## src/hdl/lbd_queue.sv

```systemverilog
// Small register-based FIFO used as the command queue and the result buffer.
// Full and empty come from registered state only.
// No dependencies.
module lbd_queue #(
   parameter int WIDTH = 8,
   parameter int DEPTH = 2
) (
   input  logic             clock,
   input  logic             reset,
   input  logic             push,
   input  logic [WIDTH-1:0] push_data,
   input  logic             pop,
   output logic [WIDTH-1:0] pop_data,
   output logic             not_empty,
   output logic             full
);

   localparam int AW = (DEPTH > 1) ? $clog2(DEPTH) : 1;
   localparam int CNTW = $clog2(DEPTH + 1);

   logic [WIDTH-1:0] entries_ff [DEPTH];
   logic [AW-1:0]    wr_ptr_ff, wr_ptr_in;
   logic [AW-1:0]    rd_ptr_ff, rd_ptr_in;
   logic [CNTW-1:0]  count_ff, count_in;

   function automatic logic [AW-1:0] ptr_next(input logic [AW-1:0] ptr);
      logic [AW-1:0] nxt;
      nxt = (ptr == AW'(DEPTH - 1)) ? '0 : ptr + 1'b1;
      return nxt;
   endfunction

   always_comb begin
      wr_ptr_in = push ? ptr_next(wr_ptr_ff) : wr_ptr_ff;
      rd_ptr_in = pop ? ptr_next(rd_ptr_ff) : rd_ptr_ff;
      case ({push, pop})
         2'b10:   count_in = count_ff + 1'b1;
         2'b01:   count_in = count_ff - 1'b1;
         default: count_in = count_ff;
      endcase
   end

   always_ff @(posedge clock) begin
      if (reset) begin
         wr_ptr_ff <= '0;
         rd_ptr_ff <= '0;
         count_ff  <= '0;
      end else begin
         wr_ptr_ff <= wr_ptr_in;
         rd_ptr_ff <= rd_ptr_in;
         count_ff  <= count_in;
      end
   end

   always_ff @(posedge clock) begin
      if (push) begin
         entries_ff[wr_ptr_ff] <= push_data;
      end
   end

   assign pop_data  = entries_ff[rd_ptr_ff];
   assign not_empty = (count_ff != '0);
   assign full      = (count_ff == CNTW'(DEPTH));

endmodule

```

## config.mk

```make
export PLATFORM = sky130hd
export DESIGN_NAME = lbd_queue
export DESIGN_NICKNAME = d
export VERILOG_FILES = /design/src/hdl/lbd_queue.sv
export SDC_FILE = /design/constraint.sdc
export NUM_CORES = 1
export LEC_CHECK = 0
export BUFFER_PORTS_ARGS = -buffer_cell sky130_fd_sc_hd__buf_4
export CORE_MARGIN = 2
export CORE_UTILIZATION = 48
export DETAILED_ROUTE_END_ITERATION = 10
export PLACE_DENSITY = 0.75
export SLEW_MARGIN = 20
export SYNTH_ARGS = -nofsm -noshare
export SYNTH_HDL_FRONTEND = slang
export SYNTH_SLANG_ARGS = --single-unit
```

## constraint.sdc

```tcl
create_clock -name clock -period 1.4 [get_ports clock]
set_input_delay 0 -clock clock [delete_from_list [all_inputs] [get_ports clock]]
set_output_delay 0 -clock clock [all_outputs]
set_load 0.02 [all_outputs]
```

==> qor.txt <==
Outcome: finished clean
Antenna violations before repair: 0
Final Wtd Congestion: 0.690
Global-route usage over all layers: 0.165
H-Tree Level Count: 1
Num Clock Sinks: 21
Avg Cell Area, Syn: 16.7 µm²
CTS buffer count: 3
NumNets Final: 98
Max-cap violation count: 0
Routed wire length: 1.35 mm
Vias in the first global route: 532
Worst path arrival time: 1540 ps
Final core occ: 0.728
Wire per inst: 13.5 µm
Max clock buf depth: 2
YS warnings: 0
Slew at the pin closest to its max-slew limit: 383 ps
Detailed Place HPWL: 899 µm
Crit path time final: 1310 ps
Placed cell count: 85
Via count: 479
Synthesized area: 783 µm²
Max-slew violations: 0
Distinct cell type count after synthesis: 15
CTS tree: yes
Global-route wire length before repair: 2.21 mm
Initial Util: 0.514
WHS: 423 ps
RSZ-0062 raised after global routing: no
Die width: 44.4 µm
Clk_skew: 7.67 ps
DIE AREA: 1970 µm²
Layout cells sized above 1: 0.452
Clock Pin Slew Worst Setup and Hold Paths: 120 ps
Syn nets: 60
Setup Buffers After CTS: 0
Row count: 14
# diodes: 0
Fin crit share: 0.937
Synth top area share: 0.613
Total power after layout: 1.29 mW
Hold crit path type: input port to flip-flop
Number of remaining DRC errors: 0
Synth area leaders: edfxtp_1, dfxtp_1, mux2_2
Worst Path Required: 1630 ps
Worst IR Drop VDD: 0.000699 V
Fmax: 0.763 GHz
PwrDens: 1160 nW/µm²
Post-synthesis register bit count: 21
Largest net degree at the start of global routing: 13
Critical path launch point type: input port
CORE AREA: 1520 µm²
Clk_lat worst skew: 300 ps
TNS Setup: 0 ps
Most frequent cells in the layout: buf_4, edfxtp_1, dlygate4sd3_1
Lkg Pwr: 0.447 nW
Die H: 44.4 µm
CP Max Fanout: 3
Relative slew slack: 0.745
Initial DRC Count: 3
Final cell count without fillers: 100
IO buf count: 21
Mapped Cells: 47
Final setup fails: 0
Area growth, synth to finish: 41.7%
Critical path type: input port to flip-flop
Post-synth top area cell: edfxtp_1
I/O Pins: 22
First drt pass iteration count: 2
Vias per inst: 4.79
Register area share after synthesis: 0.741
Clk root buf: clkbuf_4
GRT overflow: 0
Most common cell after layout, fill and taps aside: buf_4
Antenna violation net count after detailed routing: 0
Critical path endpoint category: flip-flop
Final Hold Viols: 0
-- final timing paths --
kind / startpoint / end / cells past startpoint / slack (ps)
setup / recovery: push / count_ff[1] / 6 / 90
hold / removal: push_data[7] / entries_ff[1][7] / 2 / 420
setup reg to reg: wr_ptr_ff / entries_ff[1][4] / 1 / 320
hold reg to reg: count_ff[1] / count_ff[1] / 2 / 520
-- per-stage QoR --
stage / setup WS [ps] / cell area, µm²
final: 88.9 / 1110
after global routing: 13.3 / 1110
after CTS: 113 / 1110
after detailed placement: 305 / 971
after global placement: 349 / 971
after floorplan: 335 / 783
-- critical path: stages --
cell           delay, ps
dlygate4sd3_1        520
buf_4                120
inv_1                 50
ha_1                 330
or3_1                380
a21oi_1              140
-- kinds of logic after synthesis --
logic type               count (synthesis)  synth area share
flip-flops                              21             0.741
multiplexers                             8             0.115
AND/OR/NAND/NOR                          9            0.0591
XOR/XNOR                                 4            0.0447
adder cells (fa/ha/maj)                  1            0.0160
AO/OA/AOI/OAI                            2            0.0128
buffers and inverters                    2            0.0112
-- metal layers --
layer / GRT usage / vias to the layer above / share of wire
li1: - / 243 / -
met1: 0.156 / 225 / 0.40
met2: 0.329 / 9 / 0.56
met3: 0.0245 / 2 / 0.033
met4: 0.0909 / 0 / 0.0067
met5: 0 / - / 0
-- Yosys cell counts, drive strengths merged --
master / number
a21oi: 1
and2: 1
and2b: 1
buf: 1
dfxtp: 5
edfxtp: 16
ha: 1
inv: 1
mux2: 8
nor2: 5
o21ai: 1
or2: 1
or3: 1
xnor2: 3
xor2: 1
-- registers in the layout (all words and copies together), names as in the netlist, named ones only --
name	cells
entries_ff	16
count_ff	2
rd_ptr_ff	1
wr_ptr_ff	1
-- power by group --
part	leakage, nW	internal, mW	switching, mW
registers	0.192	0.719	0.0278
logic	0.237	0.142	0.114
clock network	0.0177	0.106	0.176
-- layout make-up --
type                    instances  area (µm²)
clock inverters                 1        5.00
well taps                      16        20.0
multi-input cells              24         194
flip-flops and latches         21         582
fillers                       108         414
inverters                       1        3.75
repair buffers                 34         283
clock buffers                   3        22.5
-- repair_timing --
item | in CTS | in global routing
setup endpoints to repair | 8 | 0
hold endpoints to repair | 21 | 0
resized for setup | 1 | 0
hold buffers | 11 | 0
(Power assumes the default switching activity.)
