File: src/hdl/lbd_pkg.sv
// Shared types and constants for the label boundary detect unit.
// Holds the request, response and command structs and the register codes.
// No dependencies.
package lbd_pkg;

   localparam int LABEL_BITS         = 32;
   localparam int COLUMN_BITS        = 11;
   localparam int ROW_BITS           = 16;
   localparam int WIDTH_REG_BITS     = 12;
   localparam int CSR_INDEX_BITS     = 1;
   localparam int CSR_DATA_BITS      = 16;
   localparam int MAX_ROW_PIXELS_DEF = 2048;
   localparam int CMD_QUEUE_DEPTH    = 4;
   localparam int RSP_QUEUE_DEPTH    = 2;

   localparam logic [WIDTH_REG_BITS-1:0] RESET_FRAME_WIDTH  = 12'd1536;
   localparam logic [ROW_BITS-1:0]       RESET_FRAME_HEIGHT = 16'd1536;

   typedef enum logic [CSR_INDEX_BITS-1:0] {
      CSR_FRAME_WIDTH  = 1'b0,
      CSR_FRAME_HEIGHT = 1'b1
   } csr_index_type;

   typedef logic signed [LABEL_BITS-1:0] label_type;

   typedef struct packed {
      logic      operation;
      label_type pixel_label;
   } req_type;

   typedef struct packed {
      logic                   is_boundary;
      label_type              centre_label;
      logic [COLUMN_BITS-1:0] out_column;
      logic [ROW_BITS-1:0]    out_row;
      logic                   frame_end;
   } rsp_type;

   typedef struct packed {
      logic                flush;
      label_type           label;
      logic [ROW_BITS-1:0] out_row;
      logic                has_result;
      logic                has_left;
      logic                has_right;
      logic                has_up;
      logic                frame_end;
   } cmd_type;

endpackage

File: src/hdl/lbd_front.sv
// Front end: configuration registers, raster position counters and item
// classification into commands for the back end. Uses lbd_pkg.
module lbd_front #(
   parameter int MAX_ROW_PIXELS = lbd_pkg::MAX_ROW_PIXELS_DEF
) (
   input  logic                               clock,
   input  logic                               reset,
   input  logic                               csr_we,
   input  logic [lbd_pkg::CSR_INDEX_BITS-1:0] csr_index,
   input  logic [lbd_pkg::CSR_DATA_BITS-1:0]  csr_wdata,
   input  logic                               req_valid,
   output logic                               req_stall,
   input  lbd_pkg::req_type                   req_payload,
   input  logic                               q_full,
   output logic                               cmd_push,
   output lbd_pkg::cmd_type                   cmd,
   output logic [$clog2(MAX_ROW_PIXELS)-1:0]  cmd_col
);

   import lbd_pkg::*;

   localparam int CW = $clog2(MAX_ROW_PIXELS);
   localparam int WW = (CW + 1 > WIDTH_REG_BITS) ? CW + 1 : WIDTH_REG_BITS;

   logic [WIDTH_REG_BITS-1:0] frame_width_ff, frame_width_in;
   logic [ROW_BITS-1:0]       frame_height_ff, frame_height_in;
   logic [CW-1:0]             column_ff, column_in;
   logic [ROW_BITS-1:0]       row_ff, row_in;

   logic [WW-1:0]       width_ext;
   logic [WW-1:0]       width_eff;
   logic [WW-1:0]       width_last;
   logic [WW-1:0]       col_next;
   logic [CW-1:0]       col;
   logic [ROW_BITS-1:0] height_eff;
   logic                flush;
   logic                ignore;
   logic                last;
   logic                accept;

   always_comb begin
      frame_width_in  = frame_width_ff;
      frame_height_in = frame_height_ff;
      if (csr_we) begin
         case (csr_index_type'(csr_index))
            CSR_FRAME_WIDTH:  frame_width_in  = csr_wdata[WIDTH_REG_BITS-1:0];
            CSR_FRAME_HEIGHT: frame_height_in = csr_wdata[ROW_BITS-1:0];
            default: ;
         endcase
      end
   end

   always_comb begin
      width_ext = WW'(frame_width_ff);
      if (width_ext == '0) begin
         width_eff = WW'(1);
      end else if (width_ext > WW'(MAX_ROW_PIXELS)) begin
         width_eff = WW'(MAX_ROW_PIXELS);
      end else begin
         width_eff = width_ext;
      end
      width_last = width_eff - 1'b1;
      height_eff = (frame_height_ff == '0) ? ROW_BITS'(1) : frame_height_ff;

      col      = (WW'(column_ff) >= width_eff) ? width_last[CW-1:0] : column_ff;
      col_next = WW'(col) + 1'b1;
      last     = (col_next >= width_eff);

      flush  = req_payload.operation;
      ignore = flush ? (row_ff == '0) : (row_ff >= height_eff);
      accept = req_valid && !q_full;

      req_stall = q_full;
      cmd_push  = accept && !ignore;

      cmd.flush      = flush;
      cmd.label      = req_payload.pixel_label;
      cmd.out_row    = row_ff - 1'b1;
      cmd.has_result = (row_ff != '0);
      cmd.has_left   = (col != '0);
      cmd.has_right  = !last;
      cmd.has_up     = (row_ff > ROW_BITS'(1));
      cmd.frame_end  = flush && last;
      cmd_col        = col;

      column_in = column_ff;
      row_in    = row_ff;
      if (cmd_push) begin
         if (last) begin
            column_in = '0;
            row_in    = flush ? '0 : row_ff + 1'b1;
         end else begin
            column_in = col_next[CW-1:0];
         end
      end
   end

   always_ff @(posedge clock) begin
      if (reset) begin
         frame_width_ff  <= RESET_FRAME_WIDTH;
         frame_height_ff <= RESET_FRAME_HEIGHT;
         column_ff       <= '0;
         row_ff          <= '0;
      end else begin
         frame_width_ff  <= frame_width_in;
         frame_height_ff <= frame_height_in;
         column_ff       <= column_in;
         row_ff          <= row_in;
      end
   end

endmodule

File: config.mk
export PLATFORM = sky130hd
export DESIGN_NAME = lbd_front
export DESIGN_NICKNAME = d
export VERILOG_FILES = /design/src/hdl/lbd_pkg.sv /design/src/hdl/lbd_front.sv
export SDC_FILE = /design/constraint.sdc
export NUM_CORES = 1
export LEC_CHECK = 0
export BUFFER_PORTS_ARGS = -buffer_cell sky130_fd_sc_hd__buf_2
export CAP_MARGIN = 10
export CORE_ASPECT_RATIO = 1.5
export CORE_MARGIN = 2
export CORE_UTILIZATION = 48
export CTS_CLUSTER_DIAMETER = 60
export DETAILED_ROUTE_END_ITERATION = 6
export GPL_TIMING_DRIVEN = 0
export PLACE_DENSITY_LB_ADDON = 0.2
export SYNTH_ARGS = -nofsm -noshare
export SYNTH_HDL_FRONTEND = slang
export SYNTH_SLANG_ARGS = --single-unit
File: constraint.sdc
create_clock -name clock -period 5.15 [get_ports clock]
set_clock_uncertainty 0.05 [all_clocks]
set_input_delay 0.2575 -clock clock [delete_from_list [all_inputs] [get_ports clock]]
set_output_delay 0.2575 -clock clock [all_outputs]
set_load 0.05 [all_outputs]
==> flow_metrics.py <==
metrics = {
    "floorplan": {
        "core_area_um2": 9150,
        "chipHeight_um": 122,
        "rows": 43,
        "die_area_um2": 10100,
        "initial_core_util": 0.486,
        "die_x_um": 82.6,
        "io_pins": 122,
    },
    "final_layout": {
        "nets": 779,
        "diodes": 0,
        "final_core_util": 0.591,
        "finish.instance_area_um2": 5410,
        "syn_to_final_growth_pct": 21.6,
        "layoutNonFillerInstCount": 791,
        "final_layout_size_suffix_gt1_frac": 0.274,
    },
    "setup_path": {
        "reg2reg_setup_slack_ps": 150,
        "crit_path_top_delay_cell": "dfxtp_2",
        "cp-end-kind": "register",
        "ff2ff_path_depth": 23,
        "worst_r2r_endpoint": "row_ff[13]",
        "required_ps": 5330,
        "critPathKind": "register to register",
        "worstPathCellList": "inv_1, clkbuf_4, nand2_1, ha_1, and4_1, o21ai_0, o2111a_2, nor2_4, buf_6, nor2_2, a21oi_4, ha_4, nand4_1, xnor2_2, ha_1, o2111ai_1, nor2_1, a21oi_4, buf_4, nor3_4, nand2_2, or3_1, a21oi_1",
        "rr_startpoint": "frame_width_ff[11]",
        "arrival_ps": 5190,
        "worstPathMaxFanout": 10,
        "crit_path_start_kind": "register",
        "slowest_delay_ps": 380,
    },
    "synthesis": {
        "synth_area_um2": 4450,
        "yosys.area_share.simple": 0.258,
        "syn_area_per_cell_um2": 7.73,
        "yosysUniqueCellTypes": 59,
        "synthXorXnorAreaFrac": 0.0549,
        "yosysWarningCount": 0,
        "syn-instance-count": 575,
        "synth_edf_count": 0,
        "synth_compound_area_frac": 0.172,
        "synth_top_family_by_area": "simple AND/OR/NAND/NOR gates",
        "synthAdderAreaFrac": 0.129,
        "synth_seq_cells": 55,
        "synth_ff_type": "dfxtp_1",
        "synthMuxAreaShare": 0.0298,
        "synth_fp_nets": 676,
        "async_flop_share": 0,
        "synth-seq-area-share": 0.248,
    },
    "timing": {
        "period_minus_slack_ps": 5000,
        "fin_setup_tns_ps": 0,
        "final-max-slew-violation-count": 0,
        "setup_violations": 0,
        "fmax_mhz": 200,
        "relSlewSlack": 0.487,
        "fin_crit_sh": 0.971,
        "tightestPinTransition_ps": 764,
        "hold_viol": 0,
        "setup_slack_ps": 148,
    },
    "routing": {
        "viasPerCell": 5.72,
        "drt-wirelength-per-cell_um": 16.4,
        "ant_nets": 0,
        "wl_um": 13000,
        "vias": 4524,
        "drt_iter0_markers": 280,
        "drc": 0,
        "firstDrtPassIters": 5,
    },
    "clock_network": {
        "cts_tree": "done",
        "clock_path_buffers": 2,
        "cts_buffers": 5,
        "htreeDepth": 2,
        "clock_sinks": 55,
        "cts.clk_slew.worst_paths_ps": 70,
        "clock-root-buffer": "clkbuf_16",
        "insertion_delay_ps": 300,
    },
    "pwr": {
        "seq_power_share": 0.402,
        "ir_drop_uv": 155,
        "p_sw_frac": 0.349,
        "p_leak_uw": 0.00251,
        "clkPwrFrac": 0.307,
        "intPower_uw": 734,
        "p_per_area_nw_per_um2": 209,
        "switchingPower_uw": 394,
        "combPwrFrac": 0.292,
    },
    "job": {
        "max_cap_viol_count": 0,
    },
    "hold_path": {
        "worst_hold_path_type": "input port to register",
        "hold-path-endpoint": "frame_height_ff[13]",
        "holdPathStages": 3,
        "hold_path.startpoint": "csr_wdata[13]",
    },
    "grt": {
        "antenna_found_initial": 0,
        "grt_first_pass_wirelength_um": 20900,
        "grt_pass1_vias": 4343,
        "grt_max_degree": 18,
        "gr-total-overflow": 0,
        "track_usage": 0.270,
    },
    "outcome": {
        "outcome": "completed",
    },
    "placement": {
        "place_area_um2": 5070,
        "gp_congestion": 0.896,
        "portBuffers": 88,
        "pre_cts_ws_ps": -644,
        "dp_hpwl_um": 10300,
        "dp.cells": 775,
    },
}
## flip-flops by register name (all words and copies together), names as in the netlist
| signal | flops |
|---|---|
| row_ff | 16 |
| frame_height_ff | 16 |
| frame_width_ff | 12 |
| column_ff | 11 |
## metrics by stage
step	total power, uW	hold slack, ps
after floorplan	696	329
after global placement	766	406
after detailed placement	772	411
after CTS	1120	138
after global routing	1180	142
final	1130	144
## critical path, delay by kind of cell (launching register included)
kind                       cells  cell delay (ps)
adders and majority gates      3              870
buffers and inverters          4              780
xor gates and xnor gates       1              190
DFF                            1              380
AOI/OAI and AO/OA              6             1020
and+or+nand+nor                9             1670
## cells by family (layout without fill, tap and decap cells)
| family | count (synthesis) | after routing |
|---|---|---|
| AO/OA/AOI/OAI | 120 | 120 |
| XOR/XNOR | 27 | 27 |
| adder cells (fa/ha/maj) | 46 | 46 |
| buffers and inverters | 92 | 196 |
| flip-flops | 55 | 55 |
| multiplexers | 13 | 13 |
| AND/OR/NAND/NOR | 222 | 222 |
## worst max-delay path by stage
| stage | from | endpoint | cells past startpoint |
|---|---|---|---|
| 2_1_floorplan | frame_width_ff[3] | row_ff[12] | 23 |
| 3_3_place_gp | frame_width_ff[3] | row_ff[12] | 23 |
| 3_5_place_dp | frame_width_ff[11] | row_ff[13] | 24 |
| 4_1_cts | frame_width_ff[4] | row_ff[13] | 22 |
| 5_1_grt | frame_width_ff[3] | row_ff[7] | 22 |
| 6_report | frame_width_ff[11] | row_ff[13] | 23 |
## synthesized netlist by cell type, drive strengths merged, types with 3 or more instances
master / number / area share
a21o: 6 / 0.010
a21oi: 53 / 0.060
a22oi: 3 / 0.0051
a31oi: 3 / 0.0042
a32o: 8 / 0.018
and2: 4 / 0.0056
and3: 7 / 0.012
and4: 4 / 0.0079
buf: 42 / 0.067
clkbuf: 13 / 0.011
dfxtp: 55 / 0.25
ha: 46 / 0.13
inv: 37 / 0.031
mux2i: 11 / 0.025
nand2: 94 / 0.082
nand2b: 4 / 0.0056
nand3: 20 / 0.023
nand3b: 5 / 0.0084
nand4: 6 / 0.0084
nor2: 28 / 0.027
nor2b: 5 / 0.0070
nor3: 8 / 0.012
nor4: 12 / 0.017
o211ai: 4 / 0.0068
o21ai: 25 / 0.028
or3: 13 / 0.019
or4: 7 / 0.014
xnor2: 13 / 0.027
xor2: 14 / 0.028
## power by group through the flow
stage	registers, uW	clock network (uW)	logic (uW)
2_1_floorplan	455	0	241
5_1_grt	455	367	357
3_3_place_gp	459	0	307
3_5_place_dp	460	0	313
4_1_cts	451	352	319
6_report	453	346	329
## routing by layer
metal	up-vias	track usage	wire length (um)
li1	2209	-	-
met1	2102	0.284	4630
met2	165	0.486	7150
met3	48	0.0430	578
met4	0	0.160	607
met5	-	0	0
## final cells by class
| class | count | area [um^2] |
|---|---|---|
| Buffer | 53 | 353 |
| Timing Repair Buffer | 98 | 518 |
| Multi-Input combinational cell | 428 | 3010 |
| Inverter | 37 | 139 |
| Sequential cell | 55 | 1100 |
| Clock buffer | 6 | 129 |
| Fill cell | 877 | 3740 |
| Tap cell | 112 | 140 |
| Clock inverter | 2 | 16.3 |
## cell usage in the layout (no fill, tap or decap), drive strengths merged, types with 5 or more instances in the layout
cell type and instances:
dfxtp 55, and3 7, mux2i 11, buf 139
or4 7, nand4 6, nor2b 5, nand2 94
xor2 14, nor4 12, ha 46, clkbuf 18
nor3 8, nand3 20, inv 38, a21oi 53
nand3b 5, a21o 6, o21ai 25, nor2 28
or3 13, a32o 8, xnor2 13
## repair_timing
action,4_1_cts,5_1_grt
hold buffers,0,0
endpoints found under the setup margin,29,18
resized for setup,12,17
setup buffers,5,5
pin swaps,4,7
Power figures use the tool's default switching activity.
